<file path="src/rtl/h4rx_pkg.sv">
// ----------------------------------------------------------------------------
// h4rx_pkg
// Shared types and constants for the H4 UART receive deframer.
// ----------------------------------------------------------------------------
package h4rx_pkg;

    localparam logic [7:0] TYPE_EVENT = 8'h04;
    localparam logic [7:0] TYPE_ACL   = 8'h02;

    localparam logic [2:0] HLEN_EVENT = 3'd2;
    localparam logic [2:0] HLEN_ACL   = 3'd4;

    localparam logic [15:0] EVENT_ROOM_RST = 16'd255;
    localparam logic [15:0] ACL_ROOM_RST   = 16'd1024;

    typedef enum logic [0:0] {
        CFG_EVENT_ROOM = 1'b0,
        CFG_ACL_ROOM   = 1'b1
    } t_cfg_idx;

    typedef enum logic [1:0] {
        PH_IDLE    = 2'd0,
        PH_HEADER  = 2'd1,
        PH_PAYLOAD = 2'd2
    } t_phase;

    typedef enum logic [2:0] {
        ST_DELIVER = 3'd0,
        ST_HELD    = 3'd1,
        ST_DISCARD = 3'd2,
        ST_UNKNOWN = 3'd3,
        ST_NOBUF   = 3'd4,
        ST_TOOLONG = 3'd5
    } t_status;

    // One queue entry: either a single result or a header replay.
    typedef struct packed {
        logic            replay;
        logic            kind;
        t_status         status;
        logic            last;
        logic            zero_len;
        logic [7:0]      data;
        logic [3:0][7:0] hdr;
    } t_cmd;

endpackage

</file>
<file path="src/rtl/h4rx_front.sv">
// ----------------------------------------------------------------------------
// h4rx_front
// Byte classifier: tracks the H4 framing state and turns each received byte
// into one queue command.
// ----------------------------------------------------------------------------
module h4rx_front (
    input  logic                i_clk,
    input  logic                i_rst_n,
    input  logic                i_valid,
    input  logic                i_push_ok,
    input  logic [7:0]          i_byte,
    input  logic                i_bfree,
    input  logic                i_cfg_we,
    input  logic [0:0]          i_cfg_idx,
    input  logic [15:0]         i_cfg_wdata,
    output logic                o_push,
    output h4rx_pkg::t_cmd      o_cmd
);

    h4rx_pkg::t_phase r_phase, n_phase;
    logic             r_kind, n_kind;
    logic [3:0][7:0]  r_hdr, n_hdr;
    logic [2:0]       r_count, n_count;
    logic [15:0]      r_rem, n_rem;
    logic             r_drop, n_drop;
    logic [7:0]       r_event_room;
    logic [15:0]      r_acl_room;

    logic [3:0][7:0]  w_hdr;
    logic [2:0]       w_count;
    logic [2:0]       w_hlen;
    logic             w_hdone;
    logic [15:0]      w_len;
    logic [15:0]      w_room;
    logic             w_reject;
    logic [15:0]      w_rem_dec;
    logic             w_is_type;
    logic             w_fire;

    assign w_fire    = i_valid & i_push_ok;
    assign o_push    = w_fire;

    always_comb begin
        w_hdr                = r_hdr;
        w_hdr[r_count[1:0]]  = i_byte;
    end

    assign w_count   = r_count + 3'd1;
    assign w_hlen    = r_kind ? h4rx_pkg::HLEN_ACL : h4rx_pkg::HLEN_EVENT;
    assign w_hdone   = !(w_count < w_hlen);
    assign w_len     = r_kind ? {w_hdr[3], w_hdr[2]} : {8'd0, w_hdr[1]};
    assign w_room    = r_kind ? r_acl_room : {8'd0, r_event_room};
    assign w_reject  = !i_bfree || (w_len > w_room);
    assign w_rem_dec = r_rem - 16'd1;
    assign w_is_type = (i_byte == h4rx_pkg::TYPE_EVENT) || (i_byte == h4rx_pkg::TYPE_ACL);

    // next state
    always_comb begin
        n_phase = r_phase;
        n_kind  = r_kind;
        n_hdr   = r_hdr;
        n_count = r_count;
        n_rem   = r_rem;
        n_drop  = r_drop;
        case (r_phase)
            h4rx_pkg::PH_HEADER: begin
                n_hdr   = w_hdr;
                n_count = w_count;
                if (w_hdone) begin
                    n_count = 3'd0;
                    n_rem   = w_len;
                    n_drop  = w_reject;
                    n_phase = (w_len != 16'd0) ? h4rx_pkg::PH_PAYLOAD : h4rx_pkg::PH_IDLE;
                end
            end
            h4rx_pkg::PH_PAYLOAD: begin
                n_rem = w_rem_dec;
                if (w_rem_dec == 16'd0) begin
                    n_phase = h4rx_pkg::PH_IDLE;
                    n_drop  = 1'b0;
                end
            end
            default: begin
                n_phase = h4rx_pkg::PH_IDLE;
                if (w_is_type) begin
                    n_kind  = (i_byte == h4rx_pkg::TYPE_ACL);
                    n_count = 3'd0;
                    n_phase = h4rx_pkg::PH_HEADER;
                end
            end
        endcase
    end

    // command output
    always_comb begin
        o_cmd          = '0;
        o_cmd.hdr      = w_hdr;
        o_cmd.kind     = r_kind;
        o_cmd.status   = h4rx_pkg::ST_HELD;
        case (r_phase)
            h4rx_pkg::PH_HEADER: begin
                if (!w_hdone) begin
                    o_cmd.status = h4rx_pkg::ST_HELD;
                end else if (w_reject) begin
                    o_cmd.status = i_bfree ? h4rx_pkg::ST_TOOLONG : h4rx_pkg::ST_NOBUF;
                end else begin
                    o_cmd.replay   = 1'b1;
                    o_cmd.status   = h4rx_pkg::ST_DELIVER;
                    o_cmd.zero_len = (w_len == 16'd0);
                end
            end
            h4rx_pkg::PH_PAYLOAD: begin
                if (r_drop) begin
                    o_cmd.status = h4rx_pkg::ST_DISCARD;
                end else begin
                    o_cmd.status = h4rx_pkg::ST_DELIVER;
                    o_cmd.data   = i_byte;
                    o_cmd.last   = (w_rem_dec == 16'd0);
                end
            end
            default: begin
                if (w_is_type) begin
                    o_cmd.kind   = (i_byte == h4rx_pkg::TYPE_ACL);
                    o_cmd.status = h4rx_pkg::ST_HELD;
                end else begin
                    o_cmd.kind   = 1'b0;
                    o_cmd.status = h4rx_pkg::ST_UNKNOWN;
                end
            end
        endcase
    end

    always_ff @(posedge i_clk) begin
        if (!i_rst_n) begin
            r_phase <= h4rx_pkg::PH_IDLE;
            r_kind  <= 1'b0;
            r_count <= 3'd0;
            r_rem   <= 16'd0;
            r_drop  <= 1'b0;
        end else if (w_fire) begin
            r_phase <= n_phase;
            r_kind  <= n_kind;
            r_count <= n_count;
            r_rem   <= n_rem;
            r_drop  <= n_drop;
        end
    end

    always_ff @(posedge i_clk) begin
        if (w_fire) begin
            r_hdr <= n_hdr;
        end
    end

    always_ff @(posedge i_clk) begin
        if (!i_rst_n) begin
            r_event_room <= h4rx_pkg::EVENT_ROOM_RST[7:0];
            r_acl_room   <= h4rx_pkg::ACL_ROOM_RST;
        end else if (i_cfg_we) begin
            case (i_cfg_idx)
                h4rx_pkg::CFG_EVENT_ROOM: r_event_room <= i_cfg_wdata[7:0];
                h4rx_pkg::CFG_ACL_ROOM:   r_acl_room   <= i_cfg_wdata;
                default:                  r_acl_room   <= r_acl_room;
            endcase
        end
    end

endmodule

</file>
<file path="src/rtl/h4rx_queue.sv">
// ----------------------------------------------------------------------------
// h4rx_queue
// Small command FIFO between the classifier and the output sequencer.
// ----------------------------------------------------------------------------
module h4rx_queue #(
    parameter int P_DEPTH = 4
) (
    input  logic            i_clk,
    input  logic            i_rst_n,
    input  logic            i_push,
    input  h4rx_pkg::t_cmd  i_cmd,
    output logic            o_ready,
    output logic            o_valid,
    output h4rx_pkg::t_cmd  o_cmd,
    input  logic            i_pop
);

    localparam int AW = $clog2(P_DEPTH);
    localparam int CW = $clog2(P_DEPTH + 1);
    localparam logic [AW-1:0] LAST_PTR = AW'(P_DEPTH - 1);
    localparam logic [CW-1:0] FULL_CNT = CW'(P_DEPTH);

    h4rx_pkg::t_cmd r_mem [P_DEPTH];
    logic [AW-1:0]  r_wptr, r_rptr;
    logic [CW-1:0]  r_cnt;
    logic           w_pop;

    assign o_ready = (r_cnt != FULL_CNT);
    assign o_valid = (r_cnt != '0);
    assign o_cmd   = r_mem[r_rptr];
    assign w_pop   = i_pop & o_valid;

    always_ff @(posedge i_clk) begin
        if (i_push) begin
            r_mem[r_wptr] <= i_cmd;
        end
    end

    always_ff @(posedge i_clk) begin
        if (!i_rst_n) begin
            r_wptr <= '0;
            r_rptr <= '0;
            r_cnt  <= '0;
        end else begin
            if (i_push) begin
                r_wptr <= (r_wptr == LAST_PTR) ? '0 : r_wptr + AW'(1);
            end
            if (w_pop) begin
                r_rptr <= (r_rptr == LAST_PTR) ? '0 : r_rptr + AW'(1);
            end
            case ({i_push, w_pop})
                2'b10:   r_cnt <= r_cnt + CW'(1);
                2'b01:   r_cnt <= r_cnt - CW'(1);
                default: r_cnt <= r_cnt;
            endcase
        end
    end

endmodule

</file>
<file path="src/rtl/h4rx_back.sv">
// ----------------------------------------------------------------------------
// h4rx_back
// Output sequencer: drains queue commands into the output register and
// replays held header bytes one transfer at a time.
// ----------------------------------------------------------------------------
module h4rx_back (
    input  logic            i_clk,
    input  logic            i_rst_n,
    input  logic            i_q_valid,
    input  h4rx_pkg::t_cmd  i_q_cmd,
    output logic            o_q_pop,
    output logic            o_valid,
    input  logic            i_ready,
    output logic [7:0]      o_data,
    output logic            o_kind,
    output logic [2:0]      o_status,
    output logic            o_last
);

    logic            r_valid;
    logic [7:0]      r_data;
    logic            r_kind;
    h4rx_pkg::t_status r_status;
    logic            r_last;
    logic [1:0]      r_idx;

    logic            w_load;
    logic [1:0]      w_hlast;
    logic            w_final;

    assign w_load  = !r_valid || i_ready;
    assign w_hlast = i_q_cmd.kind ? 2'd3 : 2'd1;
    assign w_final = (r_idx == w_hlast);
    assign o_q_pop = w_load && i_q_valid && (!i_q_cmd.replay || w_final);

    always_ff @(posedge i_clk) begin
        if (!i_rst_n) begin
            r_valid <= 1'b0;
            r_idx   <= 2'd0;
        end else if (w_load) begin
            r_valid <= i_q_valid;
            if (i_q_valid && i_q_cmd.replay) begin
                r_idx <= w_final ? 2'd0 : r_idx + 2'd1;
            end
        end
    end

    always_ff @(posedge i_clk) begin
        if (w_load && i_q_valid) begin
            r_kind   <= i_q_cmd.kind;
            r_status <= i_q_cmd.status;
            if (i_q_cmd.replay) begin
                r_data <= i_q_cmd.hdr[r_idx];
                r_last <= i_q_cmd.zero_len && w_final;
            end else begin
                r_data <= i_q_cmd.data;
                r_last <= i_q_cmd.last;
            end
        end
    end

    assign o_valid  = r_valid;
    assign o_data   = r_data;
    assign o_kind   = r_kind;
    assign o_status = r_status;
    assign o_last   = r_last;

endmodule

</file>
<file path="src/rtl/hci_uart_h4_rx_deframer.sv">
// ----------------------------------------------------------------------------
// hci_uart_h4_rx_deframer
// Each input byte goes through the command queue, then the output register.
// Throughput: one input byte per cycle; an accepted header gives 2 (event)
// or 4 (ACL) output transfers from one queue entry, so input backs up into
// the command queue during that replay and stalls only when the queue fills.
// Reset: framing state cleared to idle, queue emptied, rooms 255 and 1024.
// ----------------------------------------------------------------------------
module hci_uart_h4_rx_deframer #(
    parameter int P_QDEPTH = 4
) (
    input  logic        i_clk,
    input  logic        i_rst_n,
    input  logic        s_axis_tvalid,
    output logic        s_axis_tready,
    input  logic [15:0] s_axis_tdata,   // [7:0] rx_byte, [8] buffer_free
    output logic        m_axis_tvalid,
    input  logic        m_axis_tready,
    output logic [7:0]  m_axis_tdata,   // [7:0] out_byte
    output logic [3:0]  m_axis_tuser,   // [0] packet_kind, [3:1] status
    output logic        m_axis_tlast,
    input  logic        i_cfg_we,
    input  logic [0:0]  i_cfg_idx,
    input  logic [15:0] i_cfg_wdata
);

    logic           w_push;
    logic           w_q_ready;
    logic           w_q_valid;
    logic           w_q_pop;
    h4rx_pkg::t_cmd w_front_cmd;
    h4rx_pkg::t_cmd w_q_cmd;
    logic [2:0]     w_status;
    logic           w_kind;

    assign s_axis_tready = w_q_ready;

    h4rx_front u_front (
        .i_clk       (i_clk),
        .i_rst_n     (i_rst_n),
        .i_valid     (s_axis_tvalid),
        .i_push_ok   (w_q_ready),
        .i_byte      (s_axis_tdata[7:0]),
        .i_bfree     (s_axis_tdata[8]),
        .i_cfg_we    (i_cfg_we),
        .i_cfg_idx   (i_cfg_idx),
        .i_cfg_wdata (i_cfg_wdata),
        .o_push      (w_push),
        .o_cmd       (w_front_cmd)
    );

    h4rx_queue #(
        .P_DEPTH (P_QDEPTH)
    ) u_queue (
        .i_clk   (i_clk),
        .i_rst_n (i_rst_n),
        .i_push  (w_push),
        .i_cmd   (w_front_cmd),
        .o_ready (w_q_ready),
        .o_valid (w_q_valid),
        .o_cmd   (w_q_cmd),
        .i_pop   (w_q_pop)
    );

    h4rx_back u_back (
        .i_clk     (i_clk),
        .i_rst_n   (i_rst_n),
        .i_q_valid (w_q_valid),
        .i_q_cmd   (w_q_cmd),
        .o_q_pop   (w_q_pop),
        .o_valid   (m_axis_tvalid),
        .i_ready   (m_axis_tready),
        .o_data    (m_axis_tdata),
        .o_kind    (w_kind),
        .o_status  (w_status),
        .o_last    (m_axis_tlast)
    );

    assign m_axis_tuser = {w_status, w_kind};

    a_status_range: assert property (@(posedge i_clk) disable iff (!i_rst_n)
        m_axis_tvalid |-> (w_status <= h4rx_pkg::ST_TOOLONG))
        else $error("status code out of range");

    a_nondeliver_clean: assert property (@(posedge i_clk) disable iff (!i_rst_n)
        (m_axis_tvalid && (w_status != h4rx_pkg::ST_DELIVER))
            |-> (m_axis_tdata == 8'd0 && !m_axis_tlast))
        else $error("non-delivered result carries data or last");

    a_unknown_kind: assert property (@(posedge i_clk) disable iff (!i_rst_n)
        (m_axis_tvalid && (w_status == h4rx_pkg::ST_UNKNOWN)) |-> !w_kind)
        else $error("unknown type reported with ACL kind");

    a_pop_has_entry: assert property (@(posedge i_clk) disable iff (!i_rst_n)
        w_q_pop |-> w_q_valid)
        else $error("queue pop while empty");

endmodule

</file>
<file path="config.mk">
export PLATFORM = sky130hd
export DESIGN_NAME = hci_uart_h4_rx_deframer
export DESIGN_NICKNAME = d
export VERILOG_FILES = /design/src/rtl/h4rx_pkg.sv /design/src/rtl/h4rx_front.sv /design/src/rtl/h4rx_queue.sv /design/src/rtl/h4rx_back.sv /design/src/rtl/hci_uart_h4_rx_deframer.sv
export SDC_FILE = /design/constraint.sdc
export NUM_CORES = 1
export LEC_CHECK = 0
export BUFFER_PORTS_ARGS = -buffer_cell sky130_fd_sc_hd__buf_2
export CAP_MARGIN = 10
export CORE_MARGIN = 3
export CORE_UTILIZATION = 35
export DETAILED_ROUTE_END_ITERATION = 10
export SLEW_MARGIN = 10
export SYNTH_ARGS = -nofsm -noshare
export SYNTH_HDL_FRONTEND = slang
export SYNTH_HIERARCHICAL = 1
export SYNTH_SLANG_ARGS = --single-unit
export TNS_END_PERCENT = 5
</file>
<file path="constraint.sdc">
create_clock -name i_clk -period 8.7 [get_ports i_clk]
set_input_delay 1.74 -clock i_clk [delete_from_list [all_inputs] [get_ports i_clk]]
set_output_delay 1.74 -clock i_clk [all_outputs]
set_load 0.05 [all_outputs]
</file>
-- After elaboration in Yosys (flattened, before gate mapping)
Memories as Yosys holds them, arrays and structs flattened. A register that Yosys moved wholly into a read port is not among the register bits.
Cells that the tools add are included.
- RAM bits: 188
- register bits after elaboration: 102
- memories kept: 1
- memory list (name ; words ; bits a word ; rd ports ; clocked after memory_dff ; write ports ; line ; RTL):
    u_queue.r_mem ; 4 ; 47 ; 1 ; 1 ; 1 ; h4rx_queue.sv:23 ; h4rx_pkg::t_cmd r_mem [P_DEPTH];
- reductions and logical operators: 29
- add/subtract/negate cells: 7
- muxes and demuxes: 49
- bitwise logic cells: 5
- equality and inequality tests: 12
- magnitude comparators: 5
- operators by type and width (cell ; number):
    two-way mux 16 bit ; 3
    two-way mux 8 bit ; 5
    bitwise mux 32 bit ; 1
    zero test 16 bit ; 2
    case mux 16 bit (2 select lines) ; 1
    two-way mux 2 bit ; 10
    case mux 3 bit (2 select lines) ; 3
    binary-select mux 8 bit (select 2 bit) ; 1
    demux 8 bit (select 2 bit) ; 1
    > comparator 16 bit ; 1
    two-way mux 1 bit ; 16
    nonzero test 16 bit ; 1
    subtractor 16 x 1 -> 16 bit, second input constant ; 1
    two-way mux 3 bit ; 5
    AND reduction 3 bit ; 4
    == test 2 bit, second input constant ; 4
    == test 8 x 2 -> 1 bit, second input constant ; 1
    == test 8 x 3 -> 1 bit, second input constant ; 1
    AND reduction 2 bit ; 4
    adder 2 x 1 -> 2 bit, second input constant ; 3
    adder 3 x 1 -> 3 bit, second input constant ; 2
    < comparator 2 x 3 -> 1 bit, second input constant ; 2
    nonzero test 2 bit ; 3
    logical AND 1 bit ; 5
    other kinds (18) ; 27

-- Longest topological paths before layout
- word-level depth: 11
- mapped depth: 14
- gate-level depth less buffers: 12

-- Hierarchy
Netlist, hierarchy kept.
- by module, submodules not included (module ; seq. area each (µm²) ; times used ; cells each ; area an instance (µm²)):
    h4rx_queue ; 5825.6 ; 1 ; 296 ; 7275.7
    h4rx_front ; 1901.8 ; 1 ; 504 ; 4654.5
    h4rx_back ; 450.4 ; 1 ; 53 ; 883.3
    hci_uart_h4_rx_deframer ; 0.0 ; 1 ; 1 ; 7.5

-- Worst setup path after synthesis
OpenSTA, ideal clock, no wires.
- path kind: input -> register
- from: in s_axis_tdata[2]
- to: mem u_queue/r_mem[0][40] in the netlist's numbering, data pin
- library setup time: 203 ps
- required time: 8497 ps
- buffers on the path: 1
- stages on the path: 10
- arrival time: 3873 ps
- slack: 4624 ps
- path through: clkbuf_1 mux2_2 and2_1 ha_1 nand4_1 nor2_1 a221o_1 o31a_1 nand2b_1 nor3_1
- RTL lines (item ; line ; RTL):
    start, declared ; hci_uart_h4_rx_deframer.sv:16 ; input logic [15:0] s_axis_tdata,
    end, declared ; h4rx_queue.sv:23 ;

==> results by group <==
Outcome
  • Status: completed

Detailed routing
  • Routed Antenna Nets: 0
  • Drt drc: 0
  • Routed vias: 7225
  • Vias per inst: 5.23
  • Starting DRT DRC Count: 590
  • WL per Instance: 19.3 um
  • Final wirelength: 26600 um
  • Pre-antenna DRT Iters: 6

Run
  • Max-cap violation count: 0

Placement
  • Global placer's final weighted congestion: 0.844
  • Post-Place Cells: 1325
  • Detail Placement HPWL: 16700 um
  • Number of port buffers: 45

Synthesis
  • Sequential area share after synthesis: 0.638
  • Number of library cell types mapped by synthesis: 67
  • Post-synth ARST share: 0
  • Area share of the largest cell type after synthesis: 0.546
  • Yosys warning total: 6
  • Number of flops mapped to enable cells by yosys: 233
  • Top FF cell, synth: edfxtp_1
  • Syn nets: 924
  • Synth Area per Inst: 15.0 um2
  • Number of instances in the synthesized netlist: 854
  • Number of synthesized register bits: 292
  • Cell accounting for the most synthesized area: edfxtp_1
  • Top cells by area in the synthesized netlist: edfxtp_1 (55%), mux4_2 (9.3%), dfxtp_1 (9.2%)
  • Post-synthesis instance area: 12800 um2

Clock network
  • Buffer levels on the longest clock path: 3
  • CTS-repair resized insts: 0
  • Clock tree from TritonCTS: yes
  • Clock latency at the later pin of the worst-skew pair: 0.57 ns
  • # H-tree levels: 1
  • Number of buffers created by CTS: 30
  • Clock transition at path regs: 0.06 ns
  • Post-CTS Hold Fix Bufs: 0
  • Number of clock sinks seen by CTS: 292
  • Post-CTS Repair Setup Buffers: 0
  • Cell chosen for the clock root: clkbuf_16

Timing
  • Relative slew margins: 0.315
  • Fin crit share: 0.511
  • Crit path time final: 4.44 ns
  • Hold_ws: 0.462 ns
  • RSZ-0062 raised after global routing: false
  • Count of endpoints failing setup in the final report: 0
  • Skew final: 0.0194 ns
  • Transition time of the tightest slew-check pin: 1.03 ns
  • F_max: 225 MHz
  • Endpoints failing hold: 0
  • Max Transition Viols Final: 0
  • Setup TNS: 0 ns

Power and ir drop
  • Sw Ratio: 0.262
  • Logic pwr share: 0.173
  • Power share of the sequential group: 0.477
  • Pwr dens: 244 nW/um2
  • Static power due to leakage: 0.00468 uW
  • Clk network pwr share: 0.351
  • Switch Pwr: 920 uW
  • Peak VDD IR: 0.000154 V
  • Internal power of the cells: 2590 uW

Layout
  • Final antenna diode count: 0
  • Fraction of layout cells with a size suffix above 1: 0.216
  • Number of nets in the final layout: 966
  • Final cell count without fillers: 1381
  • Synth-to-Final Area Change: 12.3%

Critical path
  • Element type at the critical path end: register
  • Critical Path Start: s_axis_tdata[7]
  • Reg2Reg Setup Slack: 4.59 ns
  • Crit Path Category: in -> reg
  • Sort of element at the start of the critical path: input port
  • Worst EP arrival: 4.72 ns
  • Reg-to-reg critical path startpoint: u_front/r_count[0]$_SDFFE_PN0P_
  • CP Max Fanout: 6
  • WP data required: 8.98 ns

Global routing
  • Global route total overflow: 0
  • Global-route usage over all layers: 0.137
  • First-pass GRT wire length: 42100 um
  • Number of antenna violations at the first check in global routing: 1
  • Pin count of the biggest net entering global routing: 64
  • Number of global-route vias before repair: 7226

Worst hold path
  • Hold_sp: u_front/r_acl_room[1]$_SDFFE_PN0P_
  • Class of the most critical hold timing path: reg -> reg

Floorplanning
  • Die outline width: 197 um
  • I/O pin count: 53
  • Starting utilization of the core area: 0.358
  • Die area: 39000 um2
  • Die outline height: 197 um
  • Number of rows created at floorplan: 69
  • Core Region: 35800 um2
path summary, 6_finish.rpt:
check / end / cells past startpoint
worst max-delay path: u_queue/r_mem[0][44]$_DFFE_PP_ / 10
worst min-delay path: u_front/r_acl_room[1]$_SDFFE_PN0P_ / 2
worst max register to register: u_queue/r_mem[0][44]$_DFFE_PP_ / 10
worst min register to register: u_front/r_acl_room[1]$_SDFFE_PN0P_ / 2
cells in the mapped netlist, types with 4 or more instances:
master	number
edfxtp_1	233
nand2_1	84
dfxtp_1	59
mux4_2	53
inv_1	32
mux2_2	32
ha_1	31
nor2_1	29
o21ai_0	29
clkbuf_1	27
a21boi_0	26
and2_1	24
mux2i_1	22
nand3_1	17
a21oi_1	16
nor2b_1	12
nor4_1	10
nor3_1	8
buf_2	7
mux2_4	6
nand2b_1	6
nand4_1	6
or3_1	5
a31oi_1	4
buf_6	4
nand3b_1	4
xnor2_1	4
xor2_1	4
metrics by stage:
| step | instance area, um2 | total power [uW] | utilization | setup WS (ns) |
|---|---|---|---|---|
| CTS | 14400 | 3560 | 0.402 | 4.33 |
| finish | 14400 | 3510 | 0.402 | 4.26 |
| global route | 14400 | 3670 | 0.402 | 4.06 |
| global placement | 13400 | 2320 | 0.375 | 3.83 |
| detailed placement | 13400 | 2320 | 0.375 | 3.75 |
| floorplan | 12800 | 2200 | - | 4.62 |
critical path, cell delays in order:
cell,delay (ns)
buf_2,0.19
mux2i_1,0.13
mux2i_1,0.65
ha_1,0.27
nand2_1,0.07
nor4_1,0.30
a21boi_0,0.28
o31a_1,0.27
nand2b_1,0.23
nor3b_1,0.58
per-layer routing:
layer  global-route usage  wire length, um  vias to the layer above
li1                     -                -                     3370
met3               0.0198             1390                       35
met2                0.220            12200                      191
met1                0.201            12600                     3629
met4               0.0275              456                        0
met5                    0                0                        -
cell usage in the layout (no fill, tap or decap), types with 8 or more instances in the layout:
cell       count
inv_1         32
nor4_1        10
nand3_1       17
a21oi_1       16
and2_1        20
nand2_1       84
mux2i_1       22
nor2_1        28
mux2_2        32
dfxtp_1       57
nor3_1         8
nor2b_1       12
clkbuf_16     30
buf_4          9
clkbuf_1      11
a21boi_0      26
mux4_2        53
o21ai_0       29
buf_2         45
edfxtp_1     233
ha_1          31
logic make-up (layout without fill, tap and decap cells):
kind of cell,count (synthesis),count (layout),share of synthesized area
compound gates,113,113,0.0615
mux,115,115,0.150
flops,292,292,0.638
fa+ha+maj,32,32,0.0318
xor+xnor,8,8,0.00546
buf+inv,76,142,0.0298
simple gates,218,218,0.0841
power groups by stage:
stage / Clock [uW] / Sequential, uW / Combinational (uW)
after global routing: 1330 / 1690 / 658
after floorplan: 0 / 1780 / 418
after CTS: 1260 / 1680 / 621
after detailed placement: 0 / 1710 / 619
final: 1230 / 1670 / 606
after global placement: 0 / 1700 / 617
registers in the layout, summed over array words and instances (netlist names), 2 cells and up, named ones only:
signal                count
u_front/r_rem            16
u_back/o_data             8
u_queue/r_wptr            2
u_front/r_event_room      8
u_front/r_hdr            32
u_queue/r_cnt             3
u_back/r_idx              2
u_queue/r_rptr            2
u_front/r_count           3
u_front/r_phase           2
u_queue/r_mem           188
u_front/r_acl_room       16
u_back/o_status           3
layout make-up:
cell class	count	area [um2]
fillers	3277	21400
flip-flops and latches	292	8180
multi-input cells	486	4270
clock buffers	43	820
well taps	461	577
repair buffers	54	293
clock inverters	13	135
inverters	32	120
(Power assumes the default switching activity.)
